**config.mk**
```make
export PLATFORM = sky130hd
export DESIGN_NAME = branch_miss_cache_nru
export DESIGN_NICKNAME = d
export VERILOG_FILES = /design/src/rtl/bmc_pkg.sv /design/src/rtl/bmc_fifo.sv /design/src/rtl/bmc_front.sv /design/src/rtl/bmc_back.sv /design/src/rtl/branch_miss_cache_nru.sv
export SDC_FILE = /design/constraint.sdc
export NUM_CORES = 2
export LEC_CHECK = 0
export BUFFER_PORTS_ARGS = -buffer_cell sky130_fd_sc_hd__buf_2
export CORE_MARGIN = 2
export CORE_UTILIZATION = 45
export CTS_CLUSTER_SIZE = 20
export DETAILED_ROUTE_END_ITERATION = 16
export GPL_TIMING_DRIVEN = 1
export PLACE_DENSITY = 0.63
export SKIP_CTS_REPAIR_TIMING = 1
export SKIP_LAST_GASP = 1
export SYNTH_ARGS = -nofsm -noshare
export SYNTH_HDL_FRONTEND = slang
export SYNTH_SLANG_ARGS = --single-unit
```
**constraint.sdc**
```tcl
create_clock -name clk -period 19.9 [get_ports clk]
set_input_delay 3.98 -clock clk [delete_from_list [all_inputs] [get_ports clk]]
set_output_delay 3.98 -clock clk [all_outputs]
set_load 0.02 [all_outputs]
```
**src/rtl/bmc_pkg.sv**
```systemverilog
// Shared types, constants and a helper function of the branch miss cache.
package bmc_pkg;

  localparam int ENTRIES_DEF = 8;
  localparam int ADDR_W      = 64;
  localparam int CMD_W       = 3;
  localparam int LIMIT_W     = 4;
  localparam int SLOT_W      = 3;
  localparam int SEED_W      = 16;
  localparam int QUEUE_DEPTH = 2;
  localparam logic [LIMIT_W-1:0] LIST_MAX = LIMIT_W'(8);

  localparam logic [CMD_W-1:0] CMD_ACCESS = CMD_W'(0);
  localparam logic [CMD_W-1:0] CMD_LOOKUP = CMD_W'(1);
  localparam logic [CMD_W-1:0] CMD_SNAP   = CMD_W'(2);
  localparam logic [CMD_W-1:0] CMD_LIST   = CMD_W'(3);
  localparam logic [CMD_W-1:0] CMD_CLEAR  = CMD_W'(4);

  typedef enum logic [2:0] {
    OP_ACCESS,
    OP_LOOKUP,
    OP_SNAP,
    OP_LIST,
    OP_CLEAR
  } op_e;

  typedef struct packed {
    op_e                op;
    logic [ADDR_W-1:0]  pc;
    logic [LIMIT_W-1:0] limit;
  } job_t;

  typedef struct packed {
    logic              found;
    logic [SLOT_W-1:0] slot_index;
    logic [ADDR_W-1:0] listed_pc;
    logic              last;
  } res_t;

  typedef enum logic [3:0] {
    ST_CLEAR,
    ST_IDLE,
    ST_MOD,
    ST_SCAN,
    ST_AGE,
    ST_WRITE,
    ST_RESULT,
    ST_COPY,
    ST_LIST,
    ST_FLUSH
  } state_e;

  // Fibonacci LFSR, taps 16, 14, 13, 11, shifting left.
  function automatic logic [SEED_W-1:0] lfsr_step(input logic [SEED_W-1:0] s);
    lfsr_step = {s[SEED_W-2:0], s[15] ^ s[13] ^ s[12] ^ s[10]};
  endfunction

endpackage

```
**src/rtl/bmc_fifo.sv**
```systemverilog
// Small two-entry queue used between the stages of the branch miss cache.
module bmc_fifo #(
  parameter int W = 8
) (
  input  logic         clk,
  input  logic         rst,
  input  logic         push,
  input  logic [W-1:0] wdata,
  output logic         full,
  input  logic         pop,
  output logic [W-1:0] rdata,
  output logic         empty
);
  import bmc_pkg::*;

  localparam int PW = (QUEUE_DEPTH > 1) ? $clog2(QUEUE_DEPTH) : 1;
  localparam int NW = $clog2(QUEUE_DEPTH + 1);

  logic [W-1:0]  mem [QUEUE_DEPTH];
  logic [PW-1:0] wptr;
  logic [PW-1:0] rptr;
  logic [NW-1:0] count;
  logic          do_push;
  logic          do_pop;

  assign full    = (count == NW'(QUEUE_DEPTH));
  assign empty   = (count == '0);
  assign do_push = push && !full;
  assign do_pop  = pop && !empty;
  assign rdata   = mem[rptr];

  always_ff @(posedge clk) begin
    if (rst) begin
      wptr  <= '0;
      rptr  <= '0;
      count <= '0;
    end else begin
      if (do_push) begin
        wptr <= (wptr == PW'(QUEUE_DEPTH - 1)) ? '0 : wptr + 1'b1;
      end
      if (do_pop) begin
        rptr <= (rptr == PW'(QUEUE_DEPTH - 1)) ? '0 : rptr + 1'b1;
      end
      count <= count + NW'(do_push) - NW'(do_pop);
    end
  end

  always_ff @(posedge clk) begin
    if (do_push) begin
      mem[wptr] <= wdata;
    end
  end

endmodule

```
**src/rtl/bmc_front.sv**
```systemverilog
// Front end: takes command beats, decodes them and queues the valid ones.
module bmc_front (
  input  logic                           clk,
  input  logic                           rst,
  input  logic                           push,
  output logic                           full,
  input  logic [bmc_pkg::CMD_W-1:0]      command,
  input  logic [bmc_pkg::ADDR_W-1:0]     pc,
  input  logic [bmc_pkg::LIMIT_W-1:0]    list_limit,
  input  logic                           job_pop,
  output bmc_pkg::job_t                  job,
  output logic                           job_empty
);
  import bmc_pkg::*;

  job_t           dec;
  logic           dec_ok;
  logic           q_full;
  logic [$bits(job_t)-1:0] q_rdata;

  always_comb begin
    dec.pc    = pc;
    dec.limit = list_limit;
    dec_ok    = 1'b1;
    unique case (command)
      CMD_ACCESS: dec.op = OP_ACCESS;
      CMD_LOOKUP: dec.op = OP_LOOKUP;
      CMD_SNAP:   dec.op = OP_SNAP;
      CMD_LIST:   dec.op = OP_LIST;
      CMD_CLEAR:  dec.op = OP_CLEAR;
      default: begin
        // Codes with no meaning are taken and dropped.
        dec.op = OP_LOOKUP;
        dec_ok = 1'b0;
      end
    endcase
  end

  assign full = q_full;
  assign job  = job_t'(q_rdata);

  bmc_fifo #(
    .W ($bits(job_t))
  ) u_jobq (
    .clk   (clk),
    .rst   (rst),
    .push  (push && dec_ok),
    .wdata (dec),
    .full  (q_full),
    .pop   (job_pop),
    .rdata (q_rdata),
    .empty (job_empty)
  );

endmodule

```
**src/rtl/bmc_back.sv**
```systemverilog
// Back end: sequencer that walks the entry memories one slot per cycle unless a full result queue stalls a list.
module bmc_back #(
  parameter int ENTRIES = bmc_pkg::ENTRIES_DEF
) (
  input  logic          clk,
  input  logic          rst,
  input  bmc_pkg::job_t job,
  input  logic          job_empty,
  output logic          job_pop,
  input  logic          res_full,
  output logic          res_push,
  output bmc_pkg::res_t res_data
);
  import bmc_pkg::*;

  localparam int IW   = $clog2(ENTRIES);
  localparam int CW   = $clog2(ENTRIES + 1);
  localparam int AW   = IW;
  localparam int MW   = AW + 2;
  localparam int CMPW = (AW > LIMIT_W) ? AW : LIMIT_W;
  // Reciprocal of ENTRIES, exact for every 16-bit seed.
  localparam int RS   = SEED_W + IW;
  localparam logic [SEED_W:0] RECIP =
    (SEED_W + 1)'(((64'd1 << RS) + 64'(ENTRIES) - 64'd1) / 64'(ENTRIES));

  state_e state, state_next;

  // Entry memories: address, {valid, used, age}, and the snapshot copy.
  logic [ADDR_W-1:0] addr_mem [ENTRIES];
  logic [MW-1:0]     meta_mem [ENTRIES];
  logic [ADDR_W-1:0] snap_mem [ENTRIES];

  logic [ADDR_W-1:0] rd_addr;
  logic [MW-1:0]     rd_meta;
  logic [ADDR_W-1:0] rd_snap;

  logic              addr_we, meta_we, snap_we;
  logic [IW-1:0]     addr_wa, meta_wa, snap_wa;
  logic [ADDR_W-1:0] addr_wd, snap_wd;
  logic [MW-1:0]     meta_wd;

  job_t              cur;
  logic [CW-1:0]     iss;
  logic              p_vld;
  logic [IW-1:0]     p_idx;
  logic              adv;
  logic              issuing;
  logic              proc_last;

  logic [SEED_W-1:0]   seed;
  logic                mod_ph;
  logic [2*SEED_W:0]   mod_prod;
  logic [SEED_W-1:0]   mod_q;
  logic [SEED_W-1:0]   mod_rem;
  logic [IW-1:0]       start;

  logic              hit_f, inv_f, nh_f, nl_f, lk_f;
  logic [IW-1:0]     hit_idx, inv_idx, nh_idx, nl_idx, lk_idx;
  logic [AW-1:0]     hit_age;
  logic [IW-1:0]     oldest;

  logic [IW-1:0]     pick;
  logic [AW-1:0]     pick_age;

  logic              m_valid, m_used;
  logic [AW-1:0]     m_age;
  logic              age_up;

  logic [LIMIT_W-1:0] n;
  logic [LIMIT_W-1:0] cap;
  logic               list_hit;
  logic               cap_reached;
  logic               pend_v;
  res_t               pend;

  assign m_valid   = rd_meta[MW-1];
  assign m_used    = rd_meta[MW-2];
  assign m_age     = rd_meta[AW-1:0];
  assign proc_last = p_vld && (p_idx == IW'(ENTRIES - 1));
  assign issuing   = iss < CW'(ENTRIES);

  // Seed modulo ENTRIES: quotient by reciprocal multiply, then remainder.
  assign mod_prod = (2 * SEED_W + 1)'(seed) * (2 * SEED_W + 1)'(RECIP);
  assign mod_rem  = seed - SEED_W'(mod_q * SEED_W'(ENTRIES));

  // Replacement choice: hit, else first free, else never-rehit slot found
  // circularly from the random start, else the tracked oldest slot.
  always_comb begin
    priority if (hit_f) begin
      pick = hit_idx;
    end else if (inv_f) begin
      pick = inv_idx;
    end else if (nh_f) begin
      pick = nh_idx;
    end else if (nl_f) begin
      pick = nl_idx;
    end else begin
      pick = oldest;
    end
    pick_age = hit_f ? hit_age : AW'(ENTRIES - 1);
  end

  assign age_up      = p_vld && m_valid && (m_age < pick_age);
  assign cap         = (cur.limit > LIST_MAX) ? LIST_MAX : cur.limit;
  assign list_hit    = p_vld && (CMPW'(m_age) < CMPW'(cur.limit));
  assign cap_reached = (n + 1'b1) == cap;

  // Next state.
  always_comb begin
    state_next = state;
    unique case (state)
      ST_CLEAR: begin
        if (iss == CW'(ENTRIES - 1)) state_next = ST_IDLE;
      end
      ST_IDLE: begin
        if (!job_empty) begin
          unique case (job.op)
            OP_ACCESS: state_next = ST_MOD;
            OP_LOOKUP: state_next = ST_SCAN;
            OP_SNAP:   state_next = ST_COPY;
            OP_LIST:   state_next = ST_LIST;
            OP_CLEAR:  state_next = ST_CLEAR;
            default:   state_next = ST_IDLE;
          endcase
        end
      end
      ST_MOD: begin
        if (mod_ph) state_next = ST_SCAN;
      end
      ST_SCAN: begin
        if (proc_last) state_next = (cur.op == OP_ACCESS) ? ST_AGE : ST_RESULT;
      end
      ST_AGE: begin
        if (proc_last) state_next = ST_WRITE;
      end
      ST_WRITE: state_next = ST_RESULT;
      ST_RESULT: begin
        if (!res_full) state_next = ST_IDLE;
      end
      ST_COPY: begin
        if (proc_last) state_next = ST_IDLE;
      end
      ST_LIST: begin
        if (adv && list_hit && cap_reached) begin
          state_next = ST_FLUSH;
        end else if (adv && proc_last) begin
          state_next = (pend_v || list_hit) ? ST_FLUSH : ST_IDLE;
        end
      end
      ST_FLUSH: begin
        if (!res_full) state_next = ST_IDLE;
      end
      default: state_next = ST_IDLE;
    endcase
  end

  // Outputs and memory write controls.
  always_comb begin
    job_pop  = 1'b0;
    adv      = 1'b1;
    res_push = 1'b0;
    res_data = '0;
    addr_we  = 1'b0;
    addr_wa  = p_idx;
    addr_wd  = '0;
    meta_we  = 1'b0;
    meta_wa  = p_idx;
    meta_wd  = rd_meta;
    snap_we  = 1'b0;
    snap_wa  = p_idx;
    snap_wd  = rd_addr;
    unique case (state)
      ST_CLEAR: begin
        addr_we = 1'b1;
        addr_wa = IW'(iss);
        meta_we = 1'b1;
        meta_wa = IW'(iss);
        meta_wd = {2'b00, AW'(iss)};
        snap_we = 1'b1;
        snap_wa = IW'(iss);
        snap_wd = '0;
      end
      ST_IDLE: job_pop = !job_empty;
      ST_AGE: begin
        meta_we = age_up;
        meta_wd = {m_valid, m_used, m_age + 1'b1};
      end
      ST_WRITE: begin
        addr_we = 1'b1;
        addr_wa = pick;
        addr_wd = cur.pc;
        meta_we = 1'b1;
        meta_wa = pick;
        meta_wd = {1'b1, hit_f, AW'(0)};
      end
      ST_RESULT: begin
        res_push            = !res_full;
        res_data.found      = lk_f;
        res_data.slot_index = SLOT_W'(lk_idx);
      end
      ST_COPY: snap_we = p_vld;
      ST_LIST: begin
        // An earlier pending beat must leave before a new one takes its place.
        adv      = !(list_hit && pend_v && res_full);
        res_push = list_hit && pend_v && !res_full;
        res_data = pend;
      end
      ST_FLUSH: begin
        res_push      = !res_full;
        res_data      = pend;
        res_data.last = 1'b1;
      end
      default: ;
    endcase
  end

  always_ff @(posedge clk) begin
    if (addr_we) addr_mem[addr_wa] <= addr_wd;
    if (meta_we) meta_mem[meta_wa] <= meta_wd;
    if (snap_we) snap_mem[snap_wa] <= snap_wd;
    if (adv && issuing) begin
      rd_addr <= addr_mem[IW'(iss)];
      rd_meta <= meta_mem[IW'(iss)];
      rd_snap <= snap_mem[IW'(iss)];
    end
  end

  always_ff @(posedge clk) begin
    if (rst) begin
      state  <= ST_CLEAR;
      iss    <= '0;
      p_vld  <= 1'b0;
      seed   <= SEED_W'(1);
      oldest <= IW'(ENTRIES - 1);
      pend_v <= 1'b0;
    end else begin
      state <= state_next;
      unique case (state)
        ST_CLEAR: begin
          iss    <= iss + 1'b1;
          oldest <= IW'(ENTRIES - 1);
        end
        ST_IDLE: begin
          iss     <= '0;
          p_vld   <= 1'b0;
          hit_f   <= 1'b0;
          inv_f   <= 1'b0;
          nh_f    <= 1'b0;
          nl_f    <= 1'b0;
          lk_f    <= 1'b0;
          lk_idx  <= '0;
          n       <= '0;
          pend_v  <= 1'b0;
          mod_ph  <= 1'b0;
          if (!job_empty) begin
            cur <= job;
            if (job.op == OP_ACCESS) seed <= lfsr_step(seed);
          end
        end
        ST_MOD: begin
          if (!mod_ph) begin
            mod_q  <= SEED_W'(mod_prod >> RS);
            mod_ph <= 1'b1;
          end else begin
            start <= IW'(mod_rem);
          end
        end
        ST_SCAN, ST_AGE, ST_COPY, ST_LIST: begin
          // After the last slot issuing is already off, so p_vld drops here.
          if (adv) begin
            p_vld <= issuing;
            p_idx <= IW'(iss);
            if (issuing) iss <= iss + 1'b1;
          end
          if (proc_last && (state_next != state)) begin
            iss <= '0;
          end
          if (state == ST_SCAN && p_vld) begin
            if (!hit_f && m_valid && rd_addr == cur.pc) begin
              hit_f   <= 1'b1;
              hit_idx <= p_idx;
              hit_age <= m_age;
            end
            if (!inv_f && !m_valid) begin
              inv_f   <= 1'b1;
              inv_idx <= p_idx;
            end
            if (m_valid && !m_used) begin
              if (!nl_f) begin
                nl_f   <= 1'b1;
                nl_idx <= p_idx;
              end
              if (!nh_f && p_idx >= start) begin
                nh_f   <= 1'b1;
                nh_idx <= p_idx;
              end
            end
            if (!lk_f && rd_snap == cur.pc) begin
              lk_f   <= 1'b1;
              lk_idx <= p_idx;
            end
          end
          if (state == ST_AGE && age_up && (m_age + 1'b1) == AW'(ENTRIES - 1)) begin
            oldest <= p_idx;
          end
          if (state == ST_LIST && adv && list_hit) begin
            pend_v          <= 1'b1;
            pend.found      <= m_valid;
            pend.slot_index <= SLOT_W'(p_idx);
            pend.listed_pc  <= rd_addr;
            pend.last       <= 1'b0;
            n               <= n + 1'b1;
          end
        end
        default: ;
      endcase
    end
  end

endmodule

```
**src/rtl/branch_miss_cache_nru.sv**
```systemverilog
// Top level of the branch miss cache with not-recently-used replacement.
//
//   channel   direction  handshake        fields
//   command   in         push / full      command, pc, list_limit
//   result    out        pop / empty      found, slot_index, listed_pc, last
//
// A lookup makes one pass over the entries. An access first reduces the
// random seed modulo ENTRIES by a reciprocal multiply, then one pass finds
// the slot and a second pass ages the entries, one slot per cycle.
// Snapshot, clear and list each walk the entries; a list stops once its limit is reached.
// After reset a clearing pass over all entries runs before the first command
// is taken; a full result queue stalls the back end, the command queue the front.
module branch_miss_cache_nru #(
  parameter int ENTRIES = bmc_pkg::ENTRIES_DEF
) (
  input  logic                          clk,
  input  logic                          rst,
  input  logic                          push,
  output logic                          full,
  input  logic [bmc_pkg::CMD_W-1:0]     command,
  input  logic [bmc_pkg::ADDR_W-1:0]    pc,
  input  logic [bmc_pkg::LIMIT_W-1:0]   list_limit,
  output logic                          empty,
  input  logic                          pop,
  output logic                          found,
  output logic [bmc_pkg::SLOT_W-1:0]    slot_index,
  output logic [bmc_pkg::ADDR_W-1:0]    listed_pc,
  output logic                          last
);
  import bmc_pkg::*;

  job_t  job;
  logic  job_empty;
  logic  job_pop;
  logic  res_full;
  logic  res_push;
  res_t  res_in;
  res_t  res_out;
  logic [$bits(res_t)-1:0] res_rdata;

  // Front end decodes each command beat and parks it in a short queue.
  bmc_front u_front (
    .clk        (clk),
    .rst        (rst),
    .push       (push),
    .full       (full),
    .command    (command),
    .pc         (pc),
    .list_limit (list_limit),
    .job_pop    (job_pop),
    .job        (job),
    .job_empty  (job_empty)
  );

  // Back end walks the entries and produces result beats.
  bmc_back #(
    .ENTRIES (ENTRIES)
  ) u_back (
    .clk       (clk),
    .rst       (rst),
    .job       (job),
    .job_empty (job_empty),
    .job_pop   (job_pop),
    .res_full  (res_full),
    .res_push  (res_push),
    .res_data  (res_in)
  );

  // Result queue decouples the back end from the consumer.
  bmc_fifo #(
    .W ($bits(res_t))
  ) u_resq (
    .clk   (clk),
    .rst   (rst),
    .push  (res_push),
    .wdata (res_in),
    .full  (res_full),
    .pop   (pop),
    .rdata (res_rdata),
    .empty (empty)
  );

  assign res_out    = res_t'(res_rdata);
  assign found      = res_out.found;
  assign slot_index = res_out.slot_index;
  assign listed_pc  = res_out.listed_pc;
  assign last       = res_out.last;

`ifndef ASSERT_OFF
  // The back end must never hand a result to a full queue.
  a_no_res_overflow : assert property (@(posedge clk) disable iff (rst)
    res_push |-> !res_full)
    else $error("result beat pushed into a full queue");

  // A command is only taken from the queue when one is waiting.
  a_no_job_underflow : assert property (@(posedge clk) disable iff (rst)
    job_pop |-> !job_empty)
    else $error("command popped from an empty queue");

  // The back end does not start a command in the cycle it emits a result.
  a_pop_push_apart : assert property (@(posedge clk) disable iff (rst)
    (job_pop && !job_empty) |-> !res_push)
    else $error("command started while a result beat was leaving");
`endif

endmodule
```
==> results.ini <==
[routing]
wl_per_cell_microns = 28.7
drc = 0
drt-initial-drc-count = 4022
drt_pass1_iterations = 7
drt-total-wl_mm = 164
vias_per_cell = 5.76
vias = 32900
ant_nets = 0

[pwr]
finalPower_mw = 9.08
cellPowerDensity_nw_per_um2 = 123
internal-power_mw = 6.64
clkPwrFrac_pct = 34.5
p_sw_share_pct = 26.9
netSwitchingPower_mw = 2.44
p_comb_share_pct = 13.6
leakagePower_nw = 25.4
ir_drop_mv = 0.112
seqPwrFrac_pct = 51.9

[floorplan]
row_count = 139
coreArea_sq_um = 143000
dieArea_sq_um = 148000
die_w_microns = 384
fp.dieH_microns = 384
initial_core_util_pct = 45.3
pin_count = 146

[worst_setup_path]
reg2reg_from = u_back.state[1]
r2r-end = u_back.addr_mem[5][43]
worst_setup_path_end_kind = output port
cp_max_fo = 38
crit_required_ns = 15.92
critical_path_arrival_ns = 2.72
rrSetupSlack_ns = 14.95
cp-start-kind = flip-flop
reg2regPathDepth = 9
worstSetupPathType = flip-flop to output port

[placement]
portBuffers = 145
dp_hpwl_mm = 97.1
gp_congestion = 0.916

[synth]
synth.distinct_cells = 60
ys_warn_count = 0
synth-async-reset-ratio_pct = 0
ys_seq_area_share_pct = 77.4
ys_ff_latch = 1689
synth-xor-area-share_pct = 1.45
synth_top_area_share_pct = 76.2
netlist_area_sq_um = 65000
synth_edf_count = 1650
netlist_instances = 3440
synth_nets = 3530
synthSimpleGateAreaFrac_pct = 6.02
synth_top_family_by_area = multiplexers
synth_top_cell_by_area = edfxtp_1
synthMuxAreaShare_pct = 12.0
synth_flop_cell = edfxtp_1
synth_fa_ha_area_share_pct = 0.289
avgSynthCellArea_sq_um = 18.9
ys_top_cells_by_area = edfxtp_1 (76%), mux4_2 (9.2%), mux2_2 (2.4%)
synth_compound_area_share_pct = 1.58

[job]
cap_violations = 0

[clock_tree]
cts-buffers-inserted = 172
cts_tree = built
clock-sinks = 1689
cts_max_level = 4
cts_root_buffer = clkbuf_16
path_clk_slew_ns = 0.06
clk_latency_ns = 0.83
clockBufferDepth = 3

[final_layout]
nFillCells = 11400
nets = 3759
area_growth_pct = 13.6
mostFrequentLayoutCells = edfxtp_1 (1650), nand2_1 (423), mux4_2 (266)
drive_gt1_share_pct = 24.1
final_common_cell = edfxtp_1

[hold_path]
hold-path-cell-count = 0
hold_class = flip-flop to flip-flop
hp-start = u_back.rd_addr[4]
min_to = u_back.pend[5]

[grt]
grt_max_degree = 70
antenna_found_initial = 17
grt_first_pass_wirelength_mm = 234
grt_usage_pct = 22.3
grt_pass1_vias = 32300
grt_overflow = 0

[timing]
tns_ns = 0
rsz0062_at_grt = no
min_period_over_period_pct = 33.7
worst-slew-pin-transition_ns = 1.33
max_freq_mhz = 149
final_max_slew_viol_count = 0
slew_headroom_pct = 10.7
timing.hold.ws_ns = 0.460
skew_ns = 0.0407
post-route-min-period_ns = 6.70
setup_viol = 0
hold_viol = 0

[outcome]
status = completed

## cell usage after synthesis (13+ instances only)
cell type,number
mux2i_1,23
nor3_1,22
and3_1,69
and2_1,110
buf_1,51
clkbuf_1,110
o22ai_1,13
nor4_1,32
inv_1,57
mux4_2,266
mux2_2,141
nand3_1,15
nor2b_1,13
xnor2_1,92
a21oi_1,25
dfxtp_1,39
nand2_1,423
edfxtp_1,1650
a22o_1,13
nor2_1,88
ha_1,15
nand4_1,23
o21ai_0,24
xor2_1,16
## worst max-delay path by stage
stage                     cells after the start                         to  slack [ns]        from
after floorplan                               2              u_back.cur[0]       10.28         rst
after global placement                        5  u_front.u_jobq.mem[0][26]       13.56  command[1]
after detailed placement                      6            u_back.pend[25]       13.54         rst
after CTS                                     3              listed_pc[36]       13.00   flip-flop
after global routing                          3              listed_pc[36]       12.97   flip-flop
final                                         3              listed_pc[36]       13.20   flip-flop
## per-layer routing
layer  GRT usage, %  part of all wire [%]
met5              0                 0.012
met4           6.41                   2.6
met3           5.06                   8.7
met2           34.2                    46
met1           32.1                    42
## state kept, by name, indices dropped and copies added, names as in the netlist, 4 cells and up, named ones only
signal,flops
u_back.n,4
u_back.meta_mem,40
u_back.seed,16
u_back.rd_meta,5
u_back.pend,68
u_back.snap_mem,512
u_resq.mem,138
u_back.state,4
u_back.rd_addr,64
u_back.cur,71
u_front.u_jobq.mem,142
u_back.iss,4
u_back.rd_snap,64
u_back.addr_mem,512
## metrics by stage
step	cell area [sq um]	util (%)	std cells	setup slack [ns]
2_1_floorplan	65000	-	3440	10.28
3_3_place_gp	68300	47.6	5398	13.56
3_5_place_dp	68300	47.6	5398	13.54
4_1_cts	73800	51.5	5709	13.00
5_1_grt	73800	51.5	5709	12.97
6_report	73900	51.5	5720	13.20
## area by class of cell
class                   instances  area (sq um)  area share [%]
clock buffers                 211          4500            6.09
well taps                    1903          2380            3.22
multi-input cells            1531         14100            19.1
diodes                         11          27.5          0.0373
flip-flops and latches       1689         50400            68.2
clock inverters               100          1020            1.38
inverters                      57           226           0.307
repair buffers                218          1270            1.72
## logic make-up after synthesis
group                      count (synthesis)
DFF                                     1689
and+or+nand+nor                          831
buffers and inverters                    220
muxes                                    430
xor gates and xnor gates                 108
adders and majority gates                 15
AOI/OAI and AO/OA                        147
## power groups by stage
stage / clock network (mW) / logic [mW] / registers, mW
6_report: 3.14 / 1.23 / 4.71
5_1_grt: 3.32 / 1.32 / 4.74
4_1_cts: 3.20 / 1.25 / 4.72
3_5_place_dp: 0 / 1.24 / 4.78
3_3_place_gp: 0 / 1.24 / 4.78
2_1_floorplan: 0 / 0.800 / 4.62
## worst max-delay path, cell delays in order, from the launching register on
cell	delay, ns
dfxtp_4	0.70
buf_4	0.52
mux2_2	0.41
buf_2	0.16
Power figures use the tool's default switching activity.
